[src/design/ordered_list_insert_delete_defines.svh]
// Assertion macros used by the ordered list top level.
// Depends on nothing; include by bare file name.
`ifndef ORDERED_LIST_INSERT_DELETE_DEFINES_SVH
`define ORDERED_LIST_INSERT_DELETE_DEFINES_SVH

// Same-cycle implication, disabled while reset is asserted.
`define OLID_ASSERT_IMP(label, clk, rst_n, ante, cons) \
    label: assert property (@(posedge clk) disable iff (!rst_n) (ante) |-> (cons)) \
        else $error("olid: same-cycle check failed");

// Next-cycle implication, disabled while reset is asserted.
`define OLID_ASSERT_NXT(label, clk, rst_n, ante, cons) \
    label: assert property (@(posedge clk) disable iff (!rst_n) (ante) |=> (cons)) \
        else $error("olid: next-cycle check failed");

`endif

[src/design/olid_pkg.sv]
// Package for the ordered list block: sizes, codes, transaction and cell control types.
// Depends on nothing.
package olid_pkg;

    localparam int CAPACITY = 16;
    localparam int IDX_W    = $clog2(CAPACITY);
    localparam int CNT_W    = $clog2(CAPACITY + 1);
    localparam int CMP_W    = ((CNT_W > 6) ? CNT_W : 6) + 1;

    typedef enum logic [2:0] {
        ACT_INS_END   = 3'd0,
        ACT_INS_FRONT = 3'd1,
        ACT_INS_POS   = 3'd2,
        ACT_DEL_END   = 3'd3,
        ACT_DEL_FRONT = 3'd4,
        ACT_DEL_POS   = 3'd5,
        ACT_READ      = 3'd6
    } t_action;

    typedef enum logic [1:0] {
        ST_OK      = 2'd0,
        ST_INVALID = 2'd1,
        ST_EMPTY   = 2'd2,
        ST_FULL    = 2'd3
    } t_status;

    typedef struct packed {
        t_action            action;
        logic signed [31:0] value;
        logic [5:0]         position;
    } t_item;

    typedef struct packed {
        t_status            status;
        logic signed [31:0] element;
        logic [5:0]         element_index;
        logic [6:0]         length;
        logic               last;
    } t_result;

    typedef enum logic [1:0] {
        OP_HOLD = 2'd0,
        OP_INS  = 2'd1,
        OP_DEL  = 2'd2,
        OP_ROT  = 2'd3
    } t_cell_op;

    typedef struct packed {
        t_cell_op           op;
        logic [IDX_W-1:0]   pos;
        logic [IDX_W-1:0]   wrap;
        logic signed [31:0] value;
    } t_cell_ctl;

endpackage

[src/design/olid_cell.sv]
// One storage cell of the ordered list chain.
// Depends on olid_pkg.
module olid_cell (
    input  logic                      i_clk,
    input  olid_pkg::t_cell_ctl       i_ctl,
    input  logic [olid_pkg::IDX_W-1:0] i_idx,
    input  logic signed [31:0]        i_left,
    input  logic signed [31:0]        i_right,
    input  logic signed [31:0]        i_head,
    output logic signed [31:0]        o_data
);

    logic signed [31:0] r_data;
    logic signed [31:0] n_data;

    always_comb begin
        n_data = r_data;
        case (i_ctl.op)
            olid_pkg::OP_INS: begin
                if (i_idx == i_ctl.pos) begin
                    n_data = i_ctl.value;
                end else if (i_idx > i_ctl.pos) begin
                    n_data = i_left;
                end
            end
            olid_pkg::OP_DEL: begin
                if (i_idx >= i_ctl.pos) begin
                    n_data = i_right;
                end
            end
            olid_pkg::OP_ROT: begin
                // close the ring at the tail: the tail takes the head
                n_data = (i_idx == i_ctl.wrap) ? i_head : i_right;
            end
            default: begin
                n_data = r_data;
            end
        endcase
    end

    always_ff @(posedge i_clk) begin
        r_data <= n_data;
    end

    assign o_data = r_data;

endmodule

[src/design/ordered_list_insert_delete.sv]
// Top level of the ordered list: command decode, read-out sequencer, chain of cells.
// Depends on olid_pkg, olid_cell and ordered_list_insert_delete_defines.svh.
//
//  channel   | handshake                  | payload
//  ----------+----------------------------+----------------------------
//  command   | start in, busy out         | i_item   (olid_pkg::t_item)
//  result    | o_valid out, no back-press | o_result (olid_pkg::t_result)
//
// Insert, delete and no-op commands leave busy low, so a new command may
// follow in every cycle and its result shows in the next cycle.
// A read out of n elements holds busy while the ring rotates once through
// cell 0, one element per cycle; an empty list gives one result.
// Synchronous active-low reset empties the list; cell contents are not reset.
// The receiver cannot stall: each result stands for exactly one cycle.
`include "ordered_list_insert_delete_defines.svh"

module ordered_list_insert_delete (
    input  logic              i_clk,
    input  logic              i_rst_n,
    input  logic              start,
    input  olid_pkg::t_item   i_item,
    output logic              busy,
    output logic              o_valid,
    output olid_pkg::t_result o_result
);

    localparam int IDX_W = olid_pkg::IDX_W;
    localparam int CNT_W = olid_pkg::CNT_W;
    localparam int CMP_W = olid_pkg::CMP_W;

    // control state
    logic [CNT_W-1:0]  r_count;
    logic [CNT_W-1:0]  n_count;
    logic              r_rd_active;
    logic              n_rd_active;
    logic [IDX_W-1:0]  r_rd_idx;
    logic [IDX_W-1:0]  n_rd_idx;
    logic              r_valid;
    logic              n_valid;
    olid_pkg::t_result r_result;
    olid_pkg::t_result n_result;

    olid_pkg::t_cell_ctl w_ctl;
    logic               w_accept;
    logic [CMP_W-1:0]   w_cnt_ext;
    logic [CMP_W-1:0]   w_pos_ext;
    logic               w_full;
    logic               w_empty;
    logic [IDX_W:0]     w_rd_next;
    logic [IDX_W-1:0]   w_tail;
    logic signed [31:0] w_data [olid_pkg::CAPACITY];

    assign w_accept  = start && !r_rd_active;
    assign w_cnt_ext = CMP_W'(r_count);
    assign w_pos_ext = CMP_W'(i_item.position);
    assign w_full    = (r_count == CNT_W'(olid_pkg::CAPACITY));
    assign w_empty   = (r_count == '0);
    assign w_rd_next = {1'b0, r_rd_idx} + 1'b1;
    assign w_tail    = IDX_W'(r_count - 1'b1);

    // Decode the command, or advance the read out.
    always_comb begin
        n_count     = r_count;
        n_rd_active = r_rd_active;
        n_rd_idx    = r_rd_idx;
        n_valid     = 1'b0;
        n_result    = '0;
        w_ctl       = '0;
        w_ctl.op    = olid_pkg::OP_HOLD;
        w_ctl.value = i_item.value;
        w_ctl.wrap  = w_tail;

        if (r_rd_active) begin
            // rotate the ring one step and emit the head element
            w_ctl.op               = olid_pkg::OP_ROT;
            n_valid                = 1'b1;
            n_result.status        = olid_pkg::ST_OK;
            n_result.element       = w_data[0];
            n_result.element_index = 6'(w_rd_next);
            n_result.length        = 7'(r_count);
            n_result.last          = (r_rd_idx == w_tail);
            n_rd_idx               = IDX_W'(w_rd_next);
            if (r_rd_idx == w_tail) begin
                n_rd_active = 1'b0;
            end
        end else if (w_accept) begin
            n_valid         = 1'b1;
            n_result.status = olid_pkg::ST_OK;
            n_result.last   = 1'b1;
            case (i_item.action)
                olid_pkg::ACT_INS_END, olid_pkg::ACT_INS_FRONT,
                olid_pkg::ACT_INS_POS: begin
                    if (w_full) begin
                        n_result.status = olid_pkg::ST_FULL;
                    end else if (i_item.action == olid_pkg::ACT_INS_POS &&
                                 (w_pos_ext == '0 || w_pos_ext > w_cnt_ext + 1'b1)) begin
                        n_result.status = olid_pkg::ST_INVALID;
                    end else begin
                        w_ctl.op = olid_pkg::OP_INS;
                        if (i_item.action == olid_pkg::ACT_INS_END) begin
                            w_ctl.pos = IDX_W'(r_count);
                        end else if (i_item.action == olid_pkg::ACT_INS_FRONT) begin
                            w_ctl.pos = '0;
                        end else begin
                            w_ctl.pos = IDX_W'(w_pos_ext - 1'b1);
                        end
                        n_count = r_count + 1'b1;
                    end
                end
                olid_pkg::ACT_DEL_END, olid_pkg::ACT_DEL_FRONT,
                olid_pkg::ACT_DEL_POS: begin
                    if (w_empty) begin
                        n_result.status = olid_pkg::ST_EMPTY;
                    end else if (i_item.action == olid_pkg::ACT_DEL_POS &&
                                 (w_pos_ext == '0 || w_pos_ext > w_cnt_ext)) begin
                        n_result.status = olid_pkg::ST_INVALID;
                    end else begin
                        w_ctl.op = olid_pkg::OP_DEL;
                        if (i_item.action == olid_pkg::ACT_DEL_END) begin
                            w_ctl.pos = w_tail;
                        end else if (i_item.action == olid_pkg::ACT_DEL_FRONT) begin
                            w_ctl.pos = '0;
                        end else begin
                            w_ctl.pos = IDX_W'(w_pos_ext - 1'b1);
                        end
                        n_count = r_count - 1'b1;
                    end
                end
                olid_pkg::ACT_READ: begin
                    // empty list: one closing transaction now; otherwise start rotation
                    if (!w_empty) begin
                        n_valid     = 1'b0;
                        n_rd_active = 1'b1;
                        n_rd_idx    = '0;
                    end
                end
                default: begin
                    // unused code: report the length, change nothing
                end
            endcase
            n_result.length = 7'(n_count);
        end
    end

    always_ff @(posedge i_clk) begin
        if (!i_rst_n) begin
            r_count     <= '0;
            r_rd_active <= 1'b0;
            r_rd_idx    <= '0;
            r_valid     <= 1'b0;
        end else begin
            r_count     <= n_count;
            r_rd_active <= n_rd_active;
            r_rd_idx    <= n_rd_idx;
            r_valid     <= n_valid;
        end
    end

    always_ff @(posedge i_clk) begin
        r_result <= n_result;
    end

    // Chain of cells: on insert, cells past the position take their left neighbor; on
    // delete from the position on, and on rotation, their right; cell 0 feeds the tail.
    genvar g;
    generate
        for (g = 0; g < olid_pkg::CAPACITY; g++) begin : g_cell
            logic signed [31:0] w_left;
            logic signed [31:0] w_right;
            if (g == 0) begin : g_head
                assign w_left = i_item.value;
            end else begin : g_body
                assign w_left = w_data[g-1];
            end
            if (g == olid_pkg::CAPACITY - 1) begin : g_end
                assign w_right = w_data[g];
            end else begin : g_mid
                assign w_right = w_data[g+1];
            end
            olid_cell u_cell (
                .i_clk   (i_clk),
                .i_ctl   (w_ctl),
                .i_idx   (IDX_W'(g)),
                .i_left  (w_left),
                .i_right (w_right),
                .i_head  (w_data[0]),
                .o_data  (w_data[g])
            );
        end
    endgenerate

    assign busy     = r_rd_active;
    assign o_valid  = r_valid;
    assign o_result = r_result;

    // every accepted transaction answers in the following cycle, except a
    // read out of a non-empty list, which answers once the read-out state is registered
    `OLID_ASSERT_NXT(a_accept_answers, i_clk, i_rst_n,
        w_accept && !(i_item.action == olid_pkg::ACT_READ && !w_empty), o_valid && o_result.last)
    // a read out in progress never runs on an empty list
    `OLID_ASSERT_IMP(a_read_nonempty, i_clk, i_rst_n, r_rd_active, !w_empty)
    // read-out transactions come back to back until the last one
    `OLID_ASSERT_NXT(a_read_contiguous, i_clk, i_rst_n, o_valid && !o_result.last, o_valid)
    // a non-final transaction is only shown while the read out still holds busy
    `OLID_ASSERT_IMP(a_busy_mid_read, i_clk, i_rst_n, o_valid && !o_result.last, busy)
    // the count never exceeds the capacity
    `OLID_ASSERT_IMP(a_count_bound, i_clk, i_rst_n, 1'b1,
        r_count <= CNT_W'(olid_pkg::CAPACITY))

endmodule

[config.mk]
export PLATFORM = sky130hd
export DESIGN_NAME = ordered_list_insert_delete
export DESIGN_NICKNAME = d
export VERILOG_FILES = /design/src/design/olid_pkg.sv /design/src/design/olid_cell.sv /design/src/design/ordered_list_insert_delete.sv
export VERILOG_INCLUDE_DIRS = /design/src /design/src/design
export SDC_FILE = /design/constraint.sdc
export NUM_CORES = 2
export LEC_CHECK = 0
export BUFFER_PORTS_ARGS = -buffer_cell sky130_fd_sc_hd__clkbuf_2
export CORE_MARGIN = 1.5
export CORE_UTILIZATION = 40
export DETAILED_ROUTE_END_ITERATION = 12
export PLACE_DENSITY = 0.63
export SYNTH_ARGS = -nofsm -noshare
export SYNTH_HDL_FRONTEND = slang
export SYNTH_HIERARCHICAL = 1
export SYNTH_SLANG_ARGS = --single-unit
[constraint.sdc]
create_clock -name i_clk -period 12.4 [get_ports i_clk]
set_clock_uncertainty 0.15 [all_clocks]
set_input_delay 0.62 -clock i_clk [delete_from_list [all_inputs] [get_ports i_clk]]
set_output_delay 0.62 -clock i_clk [all_outputs]
set_load 0.02 [all_outputs]
# [Word level (Yosys, flattened, before mapping)]
# Cells that the tools add are included.
[word_totals] ff_bits=571 input_bits=44 out_inout_bits=50 word_cells=294
[classes] n_addsub=5 n_lt_le_gt_ge=33 n_eq_ne=75 muxes=116 n_bitwise=2 n_reduce_logical=36
[op_table] op="$mux 32" n=63
[op_table] op="$pmux 32 s3" n=15
[op_table] op="$eq 4x4->1 const A" n=16
[op_table] op="$pmux 32 s2" n=1
[op_table] op="$ne 3x1->1 const B" n=16
[op_table] op="$reduce_and 3->1" n=16
[op_table] op="$mux 4" n=9
[op_table] op="$eq 3x4->1 const A" n=8
[op_table] op="$gt 4x4->1 const A" n=8
[op_table] op="$ne 2x1->1 const B" n=16
[op_table] op="$mux 5" n=6
[op_table] op="$mux 6" n=5
[op_table] op="$ge 4x4->1 const A" n=7
[op_table] op="$eq 2x4->1 const A" n=4
[op_table] op="$ge 3x4->1 const A" n=4
[op_table] op="$gt 3x4->1 const A" n=4
[op_table] op="$pmux 6 s2" n=1
[op_table] op="$mux 1" n=11
[op_table] op="$pmux 5 s2" n=1
[op_table] op="$eq 3x3->1 const B" n=3
[op_table] op="$eq 1x4->1 const A" n=2
[op_table] op="$ge 1x4->1 const A" n=2
[op_table] op="$ge 2x4->1 const A" n=2
[op_table] op="$gt 1x4->1 const A" n=2
[op_table] op="31 further kinds" n=45

# [Logic depth before layout (Yosys ltp)]
[logic_depth] depth_word=13 depth_mapped=18 depth_no_buf=16

# [Hierarchy]
# The synthesis kept the hierarchy.
[modules_own_cells] module="olid_cell (g_cell[15].u_cell ...)" n_inst=10 cells_per_inst=207 area_per_inst_um2=2267.2 seq_area_each_um2=960.9
[modules_own_cells] module="olid_cell (g_cell[0].u_cell ...)" n_inst=6 cells_per_inst=207 area_per_inst_um2=2240.9 seq_area_each_um2=960.9
[modules_own_cells] module="ordered_list_insert_delete" n_inst=1 cells_per_inst=318 area_per_inst_um2=2788.9 seq_area_each_um2=1121.1

# [Worst setup path after synthesis]
# Ideal clock, no wire load.
[synth_path] kind="reg2reg" startpoint="register r_count[0]" endpoint="register g_cell[0].u_cell.r_data[0], enable pin" setup_ns=0.411 t_arrival_ns=5.886 slack_ns=5.953 path_stages_with_launch=16 path_buffers=1 synth_period_minus_slack_ns=6.447 cell_sequence="dfxtp_1 > clkbuf_1 > inv_1 > ha_1 > inv_1 > ha_1 > nor2b_1 > o21ai_0 > o211ai_1 > o21ai_1 > a41oi_1 > o31ai_1 > ha_1 > o2111ai_1 > nand3_1 > maj3_1"
[synth_rtl] element="start: declaration" line="ordered_list_insert_delete.sv:32" rtl="logic [CNT_W-1:0] r_count;"
[synth_rtl] element="start signal: assignment" line="ordered_list_insert_delete.sv:152" rtl="r_count <= n_count;"
[synth_rtl] element="end signal: assignment" line="olid_cell.sv:42" rtl="r_data <= n_data;"
[synth_rtl] element="end: declaration" line="olid_cell.sv:13" rtl="logic signed [31:0] r_data;"

==> flow_summary.ini <==
[run_status]
status = complete, no violations

[pwr]
p_leak_nw = 16.4
p_per_area_nw_per_um2 = 135
vdd_ir_drop_max_uv = 111

[route]
drt-initial-drc-count = 3149
vias_per_cell = 5.93
drt_wl_total_um = 104000
wl_met3_um = 7160
wl_met2_um = 46300
wl_met1_um = 49200
wl_per_cell_um = 20.8
drc = 0
dr.max_layer_used = met5
drtAntennaViolNets = 0
firstDrtPassIters = 6
vias = 29600

[logic_synthesis]
synth_xor_area_frac = 0.0195
synth-seq-cells = 568
synth_top_area_cell = edfxtp_1
synthTopCellsByArea = edfxtp_1 (40%), mux2i_1 (11%), a221o_1 (10%)
yosysSeqAreaShare = 0.424
synth_edf_count = 512
synthTopCellsByCount = edfxtp_1 (512), nand2_1 (469), o21ai_0 (457), mux2i_1 (432), a221o_1 (401)
syn_inst = 3630
yosys.cell_types.count = 68
synth.most_common_cell = edfxtp_1
yosys_warnings = 6
synth_fa_ha_area_frac = 0.0298
synth-compound-area-share = 0.208
yosys-mux-area-fraction = 0.135
synthSimpleGateAreaFrac = 0.116
synth_top_area_frac = 0.395
async_reset_ff_frac = 0
netlist_area_um2 = 38900
ys.flop_type = edfxtp_1
syn_area_per_cell_um2 = 10.7
synth_top_family_by_area = compound AO/OA/AOI/OAI gates

[final_layout]
layout-drive-gt1-share = 0.115
synthToLayoutAreaGrowth_pct = 6.96
fillers = 9014
regArea_um2 = 16500
final_core_util = 0.431
multi_input_area_um2 = 20300
fin_nets = 3795

[setup_path]
cp_data_arrival_time_ps = 6400
worst_setup_path_end_kind = flop
start_kind = flop
worstSetupPathType = reg -> reg
worstPathMaxFanout = 32
r2r_slack_ps = 6220
crit_required_ps = 12620

[grt]
antenna_found_initial = 3
track_usage = 0.203
overflow = 0
grt_pass1_wl_um = 164000
grt_max_degree = 230
first_global_vias = 28500

[floorplanning]
pin_count = 94
die-area_um2 = 99100
coreArea_um2 = 96600
rows = 114
start_util = 0.403
die_y_um = 315
die_x_um = 315

[clock_network]
h-tree-depth = 3
root_buffer = clkbuf_16
ctsLongestPathBuffers = 3
cts_inserted_buffers = 66
cts_tree = done
cts_num_sinks = 568
path_clk_slew_ps = 60
cts_hold_buf = 0
clk_latency_ps = 620
cts_resized = 0
cts_setup_buffers = 0

[timing]
drv_slew = 0
finalHoldViolations = 0
period_share = 0.498
post-route-min-period_ps = 6180
relSlewSlack = 0.187
fmax_mhz = 162
setup_tns_ps = 0
setup_violations = 0
worstMarginPinSlew_ps = 1210
grt_setup_unrepaired = false

[placement]
place.gp.congestion = 0.823
hpwl_um = 72500
port_buffers = 90

[run]
cap_violations = 0

[hold_path]
min_path_type = in -> reg
## kinds of logic (layout without fill, tap and decap cells)
logic type / after synthesis / after routing
and+or+nand+nor: 864 / 864
buffers and inverters: 388 / 346
other: 2 / 133
DFF: 568 / 568
adders and majority gates: 96 / 96
muxes: 513 / 513
xor gates and xnor gates: 78 / 78
AOI/OAI and AO/OA: 1121 / 1121
## worst max-delay path, cell delays in order (launching register included)
cell	delay, ps
dfxtp_1	550
inv_1	70
buf_4	240
ha_1	400
inv_1	80
buf_4	280
ha_1	300
nor2b_1	130
o21ai_0	160
o211ai_1	150
o21ai_1	510
a41oi_1	360
o32ai_2	280
buf_4	290
inv_1	70
ha_1	340
nand4_4	680
mux2i_1	420
o21ai_0	130
a221o_1	300
## stage by stage
step           area (um^2)  std cells  total power, mW  setup slack (ps)  hold WS (ps)
2_1_floorplan        39400       3759             3.45              5950           341
6_report             41600       4995             5.61              6220           173
3_3_place_gp         39600       4879             3.69              6440           405
5_1_grt              41600       4995             5.86              5750           157
4_1_cts              41600       4993             5.63              6260           150
3_5_place_dp         39600       4879             3.73              6280           401
## cell usage in the layout, fill, tap and decap left out, types with 18 or more instances in the layout
| master | count |
|---|---|
| a21oi_1 | 34 |
| a221o_1 | 401 |
| a221o_2 | 32 |
| a31oi_1 | 84 |
| and2_1 | 34 |
| and4_1 | 18 |
| buf_4 | 28 |
| clkbuf_16 | 69 |
| clkbuf_2 | 90 |
| conb_1 | 131 |
| dfxtp_1 | 56 |
| edfxtp_1 | 512 |
| ha_1 | 80 |
| inv_1 | 112 |
| mux2_2 | 81 |
| mux2i_1 | 432 |
| nand2_1 | 468 |
| nand3_1 | 126 |
| nand4_1 | 19 |
| nor2_1 | 100 |
| o21ai_0 | 457 |
| o21ai_1 | 67 |
| xnor2_1 | 62 |
## flip-flops by register name, indices dropped and copies added (netlist names)
signal	flops
o_result	45
busy	1
r_count	5
o_valid	1
r_rd_idx	4
g_cell.u_cell/o_data	512
## where the power goes
| part | leakage (nW) | total (mW) | switching [mW] | internal (mW) |
|---|---|---|---|---|
| combinational | 10.2 | 1.14 | 0.661 | 0.476 |
| sequential | 5.20 | 2.57 | 0.197 | 2.38 |
| clock | 1.01 | 1.90 | 0.819 | 1.08 |
## final timing paths
path / from / end / depth (start not counted)
setup / recovery: r_count[0] / g_cell[15].u_cell/o_data[15] / 19
hold / removal: i_rst_n / r_count[0] / 2
setup reg to reg: r_count[0] / g_cell[15].u_cell/o_data[15] / 19
hold reg to reg: r_rd_idx[1] / r_rd_idx[1] / 2
## layout make-up
| class | instances | area share |
|---|---|---|
| timing repair buffer | 120 | 0.0168 |
| clock buffer | 85 | 0.0437 |
| tap | 1276 | 0.0384 |
| multi-input combinational | 2803 | 0.489 |
| clock inverter | 29 | 0.00550 |
| antenna | 2 | 0.000120 |
| inverter | 112 | 0.0101 |
| sequential | 568 | 0.396 |
## per-layer routing
layer,track usage,vias to the layer above
met5,0,-
met4,0.0420,2
met3,0.0251,93
met2,0.318,1096
met1,0.300,14300
li1,-,14100
Note: power is estimated with default switching activity, not from simulation.
